## src/hdl/hfas_pkg.sv

```systemverilog
`default_nettype none

package hfas_pkg;

	localparam int unsigned WORD_W = 16;
	localparam int unsigned EXP_W  = 5;
	localparam int unsigned MANT_W = 10;
	// magnitude after the add: at most two full significands, so 12 bits
	localparam int unsigned MAG_W  = MANT_W + 2;
	localparam int unsigned SHAMT_W = 4;
	localparam int unsigned LZ_W   = 4;
	// signed exponent after normalising: spans -10 .. 32
	localparam int unsigned NEXP_W = EXP_W + 2;

	localparam logic [WORD_W-1:0] SIGN_MASK = 16'h8000;

	localparam logic CMD_ADD = 1'b0;
	localparam logic CMD_SUB = 1'b1;

	typedef logic [WORD_W-1:0] half_t;

	// flip the sign, but leave the all-zero word alone
	function automatic half_t negate_half(input half_t x);
		half_t r;
		r = (x != '0) ? (x ^ SIGN_MASK) : x;
		return r;
	endfunction

	// hidden one plus mantissa, in two's complement by the sign bit
	function automatic half_t signed_sig(input half_t x);
		half_t m;
		m = {{(WORD_W-MANT_W-1){1'b0}}, 1'b1, x[MANT_W-1:0]};
		return x[WORD_W-1] ? half_t'(-m) : m;
	endfunction

endpackage

`default_nettype wire

```

## src/hdl/hfas_if.sv

```systemverilog
`default_nettype none

interface hfas_op_if
	import hfas_pkg::*;
	();
	logic        valid;
	logic        ready;
	logic        command;
	half_t       operand_a;
	half_t       operand_b;

	modport source (output valid, command, operand_a, operand_b, input ready);
	modport sink   (input valid, command, operand_a, operand_b, output ready);
endinterface

interface hfas_res_if
	import hfas_pkg::*;
	();
	logic        valid;
	logic        ready;
	half_t       result;
	logic        exponent_range_error;

	modport source (output valid, result, exponent_range_error, input ready);
	modport sink   (input valid, result, exponent_range_error, output ready);
endinterface

`default_nettype wire

```

## src/hdl/half_float_add_sub.sv

```systemverilog
// One input register and one result register; asynchronous active-low reset
// empties both. An accepted operation is captured in the first and then moves
// to the second, where it is offered. Throughput: one operation per cycle
// while the result side does not stall; align, add and normalise sit in one
// combinational pass between the two registers. The input side keeps taking
// transfers while a result waits, until both registers hold an item.
`default_nettype none

module half_float_add_sub
	import hfas_pkg::*;
(
	input  wire        clk,
	input  wire        arst_n,
	hfas_op_if.sink    operation,
	hfas_res_if.source outcome
);

	logic              valid_s1;
	logic              cmd_s1;
	half_t             a_s1;
	half_t             b_s1;
	logic              valid_s2;
	half_t             result_s2;
	logic              err_s2;

	logic              take_in;
	logic              move_s1;

	half_t             y;
	logic              eq_sub;
	logic              cancel;
	logic [EXP_W-1:0]  ea;
	logic [EXP_W-1:0]  ey;
	logic              a_ge;
	logic [EXP_W-1:0]  diff;
	logic [SHAMT_W-1:0] shamt;
	logic [EXP_W-1:0]  common;
	half_t             xv;
	half_t             yv;
	half_t             xs;
	half_t             ys;
	half_t             sum;
	logic              sum_sign;
	half_t             mag16;
	logic [MAG_W-1:0]  mag;
	logic [LZ_W-1:0]   lz;
	logic [MANT_W:0]   norm;
	logic [MANT_W-1:0] mant;
	logic signed [NEXP_W-1:0] nexp;
	half_t             nxt_result;
	logic              nxt_err;

	assign move_s1         = valid_s1 && (!valid_s2 || outcome.ready);
	assign operation.ready = !valid_s1 || move_s1;
	assign take_in         = operation.valid && operation.ready;

	// align, add, normalise
	always_comb begin
		unique case (cmd_s1)
			CMD_ADD: y = b_s1;
			CMD_SUB: y = negate_half(b_s1);
			default: y = b_s1;
		endcase
		eq_sub = (cmd_s1 == CMD_SUB) && (a_s1 == b_s1);
		cancel = (negate_half(a_s1) == y) || (negate_half(y) == a_s1);

		ea     = a_s1[WORD_W-2 -: EXP_W];
		ey     = y[WORD_W-2 -: EXP_W];
		a_ge   = ea >= ey;
		diff   = a_ge ? (ea - ey) : (ey - ea);
		shamt  = (diff > EXP_W'(15)) ? SHAMT_W'(15) : diff[SHAMT_W-1:0];
		common = a_ge ? ea : ey;

		xv = signed_sig(a_s1);
		yv = signed_sig(y);
		xs = a_ge ? xv : half_t'($signed(xv) >>> shamt);
		ys = a_ge ? half_t'($signed(yv) >>> shamt) : yv;

		sum      = xs + ys;
		sum_sign = sum[WORD_W-1];
		mag16    = sum_sign ? half_t'(-sum) : sum;
		mag      = mag16[MAG_W-1:0];

		lz = '0;
		for (int i = 0; i <= MANT_W; i++) begin
			if (mag[i]) lz = LZ_W'(MANT_W - i);
		end
		norm = mag[MANT_W:0] << lz;

		if (mag[MAG_W-1]) begin
			// carry into bit 11: drop one bit and bump the exponent
			mant = mag[MANT_W:1];
			nexp = $signed({2'b00, common}) + 7'sd1;
		end else begin
			mant = norm[MANT_W-1:0];
			nexp = $signed({2'b00, common}) - $signed({3'b000, lz});
		end

		if (eq_sub || cancel || (mag == '0)) begin
			nxt_result = '0;
			nxt_err    = 1'b0;
		end else begin
			nxt_result = {sum_sign, nexp[EXP_W-1:0], mant};
			nxt_err    = nexp[NEXP_W-1:EXP_W] != '0;
		end
	end

	always_ff @(posedge clk or negedge arst_n) begin
		if (!arst_n) begin
			valid_s1 <= 1'b0;
			valid_s2 <= 1'b0;
		end else begin
			if (operation.ready) valid_s1 <= operation.valid;
			if (!valid_s2 || outcome.ready) valid_s2 <= valid_s1;
		end
	end

	always_ff @(posedge clk) begin
		if (take_in) begin
			cmd_s1 <= operation.command;
			a_s1   <= operation.operand_a;
			b_s1   <= operation.operand_b;
		end
		if (move_s1) begin
			result_s2 <= nxt_result;
			err_s2    <= nxt_err;
		end
	end

	assign outcome.valid                = valid_s2;
	assign outcome.result               = result_s2;
	assign outcome.exponent_range_error = err_s2;

	a_stall_only_when_full: assert property (@(posedge clk) disable iff (!arst_n)
		!operation.ready |-> (valid_s1 && valid_s2 && !outcome.ready))
		else $error("input held back while a stage is free");

	a_advance: assert property (@(posedge clk) disable iff (!arst_n)
		(valid_s1 && !valid_s2) |=> valid_s2)
		else $error("first stage did not advance into an empty result stage");

	a_equal_sub_zero: assert property (@(posedge clk) disable iff (!arst_n)
		(valid_s1 && (cmd_s1 == CMD_SUB) && (a_s1 == b_s1))
		|-> (nxt_result == '0 && !nxt_err))
		else $error("equal operands subtracted to non-zero");

	a_normalised: assert property (@(posedge clk) disable iff (!arst_n)
		(valid_s1 && !mag[MAG_W-1] && (mag != '0)) |-> norm[MANT_W])
		else $error("magnitude not normalised to its leading one");

endmodule

`default_nettype wire

```

## src/flat_wrapper.sv

```systemverilog
// flat-port wrapper written by rule: the top's interface ports become plain ports
module half_float_add_sub_flat import hfas_pkg::*;
  (clk, arst_n, operation_valid, operation_command, operation_operand_a, operation_operand_b, operation_ready, outcome_valid, outcome_result, outcome_exponent_range_error, outcome_ready);
  hfas_op_if operation_i ();
  hfas_res_if outcome_i ();
  input  wire clk;
  input  wire arst_n;
  input wire logic [$bits(operation_i.valid)-1:0] operation_valid;
  input wire logic [$bits(operation_i.command)-1:0] operation_command;
  input wire logic [$bits(operation_i.operand_a)-1:0] operation_operand_a;
  input wire logic [$bits(operation_i.operand_b)-1:0] operation_operand_b;
  output wire logic [$bits(operation_i.ready)-1:0] operation_ready;
  output wire logic [$bits(outcome_i.valid)-1:0] outcome_valid;
  output wire logic [$bits(outcome_i.result)-1:0] outcome_result;
  output wire logic [$bits(outcome_i.exponent_range_error)-1:0] outcome_exponent_range_error;
  input wire logic [$bits(outcome_i.ready)-1:0] outcome_ready;
  assign operation_i.valid = operation_valid;
  assign operation_i.command = operation_command;
  assign operation_i.operand_a = operation_operand_a;
  assign operation_i.operand_b = operation_operand_b;
  assign operation_ready = operation_i.ready;
  assign outcome_valid = outcome_i.valid;
  assign outcome_result = outcome_i.result;
  assign outcome_exponent_range_error = outcome_i.exponent_range_error;
  assign outcome_i.ready = outcome_ready;
  half_float_add_sub u_core (.clk(clk), .arst_n(arst_n), .operation(operation_i), .outcome(outcome_i));
endmodule
```

## config.mk

```make
export PLATFORM = sky130hd
export DESIGN_NAME = half_float_add_sub_flat
export DESIGN_NICKNAME = d
export VERILOG_FILES = /design/src/hdl/hfas_pkg.sv /design/src/hdl/hfas_if.sv /design/src/hdl/half_float_add_sub.sv /design/src/flat_wrapper.sv
export SDC_FILE = /design/constraint.sdc
export NUM_CORES = 1
export LEC_CHECK = 0
export BUFFER_PORTS_ARGS = -buffer_cell sky130_fd_sc_hd__clkbuf_2
export CORE_AREA = 2 2 128 92
export CTS_BUF_LIST = sky130_fd_sc_hd__clkbuf_4
export DETAILED_ROUTE_END_ITERATION = 10
export DIE_AREA = 0 0 130 94
export GPL_TIMING_DRIVEN = 0
export PLACE_DENSITY_LB_ADDON = 0.15
export SLEW_MARGIN = 10
export SYNTH_ARGS = -nofsm -noshare
export SYNTH_HDL_FRONTEND = slang
export SYNTH_SLANG_ARGS = --single-unit
```

## constraint.sdc

```tcl
create_clock -name clk -period 16.68 [get_ports clk]
set_input_delay 1.668 -clock clk [delete_from_list [all_inputs] [get_ports clk]]
set_output_delay 1.668 -clock clk [all_outputs]
set_load 0.02 [all_outputs]
```

Yosys cells after proc, flatten, opt, wreduce, memory -nomap -nowiden
Cells that the tools add are included.
{"block": "op_classes", "n_addsub": 8, "magnitude_cmp": 2, "n_eq_ne": 3, "shifts": 3, "n_mux": 25, "n_bitwise": 4, "reduce_logical": 15}
{"op": "two-way mux 16 bit", "count": 7}
{"op": "== test 16 bit", "count": 3}
{"op": "two-way mux 4 bit", "count": 12}
{"op": "nonzero test 16 bit", "count": 3}
{"op": "negator 11 -> 16 bit", "count": 2}
{"op": "case mux 16 bit (2 select lines)", "count": 1}
{"op": ">>> shifter 16 x 4 -> 16 bit", "count": 2}
{"op": "adder 16 bit", "count": 1}
{"op": "zero test 12 bit", "count": 1}
{"op": "two-way mux 12 bit", "count": 1}
{"op": "negator 12 bit", "count": 1}
{"op": "left shift 11 x 4 -> 10 bit", "count": 1}
{"op": "two-way mux 10 bit", "count": 1}
{"op": "two-way mux 5 bit", "count": 2}
{"op": "subtractor 5 bit", "count": 2}
{"op": "two-way mux 7 bit", "count": 1}
{"op": "adder 5 x 1 -> 6 bit (second input constant)", "count": 1}
{"op": "subtractor 5 x 4 -> 6 bit", "count": 1}
{"op": ">= comparator 5 bit", "count": 1}
{"op": "greater-than comparator 5 x 4 -> 1 bit (second input constant)", "count": 1}
{"op": "logical OR 1 bit", "count": 5}
{"op": "inverter 1 bit", "count": 4}
{"op": "logical AND 1 bit", "count": 3}
{"op": "zero test 1 bit", "count": 2}
{"op": "nonzero test 2 bit", "count": 1}
{"block": "totals", "register_bits": 52, "input_bits": 37, "out_inout_bits": 19}

Depth between registers and ports, before layout
{"block": "depth", "ltp_word": 26, "mapped_depth": 37}

Worst setup path before layout
Ideal clock, no wire load.
{"block": "synth_path", "path_type": "reg-to-reg", "startpoint": "register u_core.b_s1[11]", "endpoint": "register u_core.err_s2 (netlist: u_core.outcome.exponent_range_error) (data pin)", "setup_time_ns": 0.139, "arrival_ns": 7.318, "setup_slack_ns": 9.222, "stages_incl_launch_ff": 34, "path_buffers": 4, "synth_period_minus_slack_ns": 7.458, "cell_sequence": "edfxtp_1 > inv_1 > ha_1 > nand3_1 > nor2_1 > or2_2 > clkbuf_1 > o31a_1 > a31oi_1 > nand3_1 > clkbuf_1 > clkbuf_1 > o211ai_1 > o221ai_1 > o21ai_0 > ha_1 > inv_1 > fa_1 > nand2b_1 > a21oi_1 > xor2_2 > a2111oi_4 > a41oi_2 > xnor2_2 > o21a_1 > a21boi_4 > buf_4 > inv_1 > ha_1 > a21o_1 > a21o_1 > a2111oi_0 > a31oi_1 > nor2_1"}
{"block": "synth_between", "elab_chain_len": 25, "elab_cells_between_ends": 44}
{"element": "start: declaration", "line_no": "half_float_add_sub.sv:21", "rtl": "half_t b_s1;"}
{"element": "start signal: assignment", "line_no": "half_float_add_sub.sv:122", "rtl": "b_s1 <= operation.operand_b;"}
{"element": "two-way mux 16 bit", "line_no": "hfas_pkg.sv:25", "rtl": "r = (x != '0) ? (x ^ SIGN_MASK) : x;"}
{"element": "case mux 16 bit (2 select lines)", "line_no": "half_float_add_sub.sv:59", "rtl": "unique case (cmd_s1)"}
{"element": "subtractor 5 bit or >= comparator 5 bit (tied branches)", "line_no": "half_float_add_sub.sv:70, half_float_add_sub.sv:69"}
{"element": "two-way mux 5 bit", "line_no": "half_float_add_sub.sv:70", "rtl": "diff = a_ge ? (ea - ey) : (ey - ea);"}
{"element": "greater-than comparator 5 x 4 -> 1 bit", "line_no": "half_float_add_sub.sv:71", "rtl": "shamt = (diff > EXP_W'(15)) ? SHAMT_W'(15) : diff[SHAMT_W-1:0];"}
{"element": "two-way mux 4 bit", "line_no": "half_float_add_sub.sv:71"}
{"element": ">>> shifter 16 x 4 -> 16 bit, on equally long branches", "line_no": "half_float_add_sub.sv:76, half_float_add_sub.sv:77"}
{"element": "two-way mux 16 bit, on equally long branches", "line_no": "half_float_add_sub.sv:76, half_float_add_sub.sv:77"}
{"element": "adder 16 bit", "line_no": "half_float_add_sub.sv:79", "rtl": "sum = xs + ys;"}
{"element": "negator 12 bit", "line_no": "half_float_add_sub.sv:81", "rtl": "mag16 = sum_sign ? half_t'(-sum) : sum;"}
{"element": "two-way mux 12 bit", "line_no": "half_float_add_sub.sv:81"}
{"element": "two-way mux 4 bit (11 in a row)", "line_no": "half_float_add_sub.sv:86", "rtl": "if (mag[i]) lz = LZ_W'(MANT_W - i);"}
{"element": "subtractor 5 x 4 -> 6 bit", "line_no": "half_float_add_sub.sv:96", "rtl": "nexp = $signed({2'b00, common}) - $signed({3'b000, lz});"}
{"element": "two-way mux 7 bit", "line_no": "half_float_add_sub.sv:90", "rtl": "if (mag[MAG_W-1]) begin"}
{"element": "nonzero test 2 bit", "line_no": "half_float_add_sub.sv:104", "rtl": "nxt_err = nexp[NEXP_W-1:EXP_W] != '0;"}
{"element": "end signal: assignment", "line_no": "half_float_add_sub.sv:126", "rtl": "err_s2 <= nxt_err;"}
{"element": "end: declaration", "line_no": "half_float_add_sub.sv:24", "rtl": "logic err_s2;"}
Several ways; a longest one is shown, not always the timed one.
A chain may end at the register's enable or synchronous reset.

Worst setup path in the final report
Same ends and word-level chain as after synthesis.

==> summary.txt <==
Yosys
  • Post-synth top area cell: edfxtp_1
  • Syn nets: 755
  • Mean Syn Cell Area: 8.667 sq um
  • Post-synthesis sequential area ratio: 0.2613
  • Fraction of registers with async set/reset: 0.03846
  • Top FF cell, synth: edfxtp_1
  • Top cells by area, synth: edfxtp_1 (25%), ha_1 (6.1%), mux2i_1 (5.9%)
  • Cells after synthesis: 685
  • Ys Warns: 0
  • Cell variety after synth: 85
  • Flops & latches, synth: 52
  • Top-area cell type share of the netlist area: 0.2529
  • EDFF count, synth: 50
  • Mapped cell area: 5937 sq um

Clock tree
  • Post-CTS resize count: 0
  • CTS tree: yes
  • Clock latency on the worst-skew pair: 0.40 ns
  • Clock sinks: 52
  • CTS Buf Count: 5
  • CTS Buffer Depth: 2
  • Setup bufs post-CTS: 0
  • Clock slew at reported path FFs: 0.15 ns
  • CTS root buf: clkbuf_4
  • Cts hold-fix bufs: 0
  • H-tree levels: 2

Setup path
  • CP top delay family: compound AO/OA/AOI/OAI gates
  • Worst path buffer plus inverter count: 8
  • Critical Path RT: 16.92 ns
  • CP Capture Type: flop
  • Worst-path fanout max: 10
  • Most used cell, CP: clkbuf_1
  • Crit path from: u_core.b_s1[11]$_DFFE_PP_
  • CP Launch Type: flop
  • Setup Crit Path Kind: reg -> reg
  • Critical Path Max Stage Delay: 0.55 ns
  • Worst EP arrival: 9.60 ns
  • FF-to-FF Start: u_core.b_s1[11]$_DFFE_PP_
  • Critical path's slowest cell: nand3_1

Placement
  • Hpwl dp: 13.84 mm
  • RePlAce Congestion: 0.9624
  • PortBufs: 55

Global routing
  • Antenna violations before repair: 0
  • First-pass GRT wire length: 28.20 mm
  • Global-route usage over all layers: 0.2939
  • Vias in the first global route: 5363
  • Total gr overflow: 0
  • Largest net degree at the start of global routing: 34

Power and ir drop
  • Power Dens Cells: 220.2 nW/um^2
  • Total power: 1.425 mW
  • Leak Pwr: 2.585 nW
  • VDD IR max: 0.00009680 V

Job
  • Maxcap violations: 0

Finish
  • Fraction of layout cells with a size suffix above 1: 0.1618
  • Area grow syn2layout: 8.957%
  • Net count, final: 817
  • Ant diodes: 0
  • End-of-flow core utilization: 0.5918

Detailed routing
  • Vias/cell: 6.291
  • Drt first-iter violations: 491
  • Detail Route Antenna Nets: 0
  • Routed wire length: 17.16 mm
  • Wire length per cell: 19.04 um
  • Drc violations: 0
  • First-pass iteration count of the detailed router: 5
  • Vias: 5668

STA
  • Max-slew violation count: 0
  • RSZ-0062 raised after global routing: false
  • Final min period: 9.362 ns
  • Final hold viol count: 0
  • Worst-Margin Slew: 0.9474 ns
  • Max Freq: 106.8 MHz
  • Tcrit/Tclk final: 0.5613
  • Worst Skew: 0.02611 ns
  • Slew HR: 0.3630
  • Final Setup Violations: 0
  • Setup TNS: 0 ns

Floorplanning
  • Die area: 12220 sq um
  • Core Area: 10930 sq um
  • # rows: 32
  • Die X: 130 um
  • Initial core utilization: 0.5432
  • Die height: 94 um
  • I/O pin total: 56

Status
  • Outcome: finished clean

Worst hold path
  • Hold_sp: u_core.valid_s1$_DFFE_PN0N_
  • Hold Crit Class: reg -> reg
==> synth_stat cells, types with 4 or more instances <==
master / count
nor3_1: 18
ha_1: 29
nand2_1: 44
or4_1: 4
and2_1: 8
mux2i_1: 35
nor2_1: 57
xor2_1: 27
nand2b_1: 14
o32ai_1: 5
a31oi_1: 8
o211ai_1: 12
fa_1: 4
buf_2: 4
xnor2_1: 19
edfxtp_1: 50
o31ai_1: 7
o21ai_0: 34
and3_1: 7
mux2_2: 17
o22ai_1: 11
clkbuf_1: 18
a211oi_1: 14
inv_1: 33
nor2b_1: 13
or2_2: 5
o21a_1: 11
nor4_1: 5
a21oi_1: 51
nand3_1: 20
a21o_1: 13
a21boi_0: 4
==> path summary, 6_finish.rpt <==
kind	endpoint	slack, ns	cells after the start
worst min register to register	u_core.outcome.valid$_DFFE_PN0P_	0.51	1
min in group asynchronous	u_core.valid_s1$_DFFE_PN0N_	1.04	1
max in group asynchronous	u_core.outcome.valid$_DFFE_PN0P_	15.55	1
worst max register to register	u_core.outcome.exponent_range_error$_SDFFCE_PP0P_	7.32	32
worst max-delay path	u_core.outcome.exponent_range_error$_SDFFCE_PP0P_	7.32	32
worst min-delay path	u_core.outcome.valid$_DFFE_PN0P_	0.51	1
==> registers in the layout, indices dropped and copies added (netlist names) <==
signal / count
u_core.valid_s1: 1
u_core.outcome.result: 16
u_core.a_s1: 16
u_core.b_s1: 16
u_core.cmd_s1: 1
u_core.outcome.exponent_range_error: 1
u_core.outcome.valid: 1
==> layout make-up <==
| class | count | area [sq um] |
|---|---|---|
| buffer | 27 | 121.4 |
| sequential | 52 | 1551 |
| inverter | 36 | 135.1 |
| fill | 1009 | 4462 |
| multi-input combinational | 570 | 4130 |
| timing repair buffer | 55 | 275.3 |
| tap | 153 | 191.4 |
| clock buffer | 5 | 37.54 |
| clock inverter | 3 | 26.28 |
==> layer usage <==
layer  vias up  track usage  routed length (um)
met3        11      0.06093                1834
met4         0      0.04122                 103
met1      2685       0.4724                8454
met5         -            0                   0
met2       271       0.4062                6765
li1       2701            -                   -
==> power breakdown <==
group / switching [mW] / internal (mW) / leakage [nW]
clock network: 0.0445 / 0.0175 / 0.0293
registers: 0.0126 / 0.197 / 0.503
logic: 0.731 / 0.422 / 2.05
total: 0.788 / 0.637 / 2.59
==> cells in the final DEF (no fill, tap or decap), drive strengths merged, types with 9 or more instances in the layout <==
master and count:
nand2 45, mux2 17, clkbuf 78, o211ai 12, xnor2 20, a21oi 54, inv 37, edfxtp 50
xor2 29, o21a 11, nor2b 13, o22ai 11, nor3 19, a211oi 15, buf 9, a21o 13
nand2b 14, ha 29, mux2i 36, nor2 59, o21ai 37, nand3 20
==> stage by stage <==
stage                     instances  hold slack, ns  instance area (sq um)  worst slack [ns]
after floorplan                 685          0.4490                   5937             9.222
after CTS                       901          0.5144                   6467             7.529
after global placement          893          0.4699                   6404             7.764
after detailed placement        893          0.4710                   6404             7.622
final                           901          0.5106                   6469             7.318
after global routing            901          0.5417                   6469             6.628
==> worst reg2reg max path: cells and delay by family, from the launching register on <==
family / cells / cell delay, ns
AO/OA/AOI/OAI: 14 / 4.14
buffers and inverters: 8 / 2.18
AND/OR/NAND/NOR: 6 / 1.19
adder cells (fa/ha/maj): 3 / 0.83
flip-flops: 1 / 0.50
multiplexers: 1 / 0.40
==> logic make-up after synthesis <==
logic type,Yosys count,synth area share
adders and majority gates,33,0.07461
muxes,55,0.1012
and+or+nand+nor,214,0.1817
DFF,52,0.2613
AOI/OAI and AO/OA,219,0.2620
xor gates and xnor gates,49,0.07608
buffers and inverters,63,0.04320
Power figures use the tool's default switching activity.
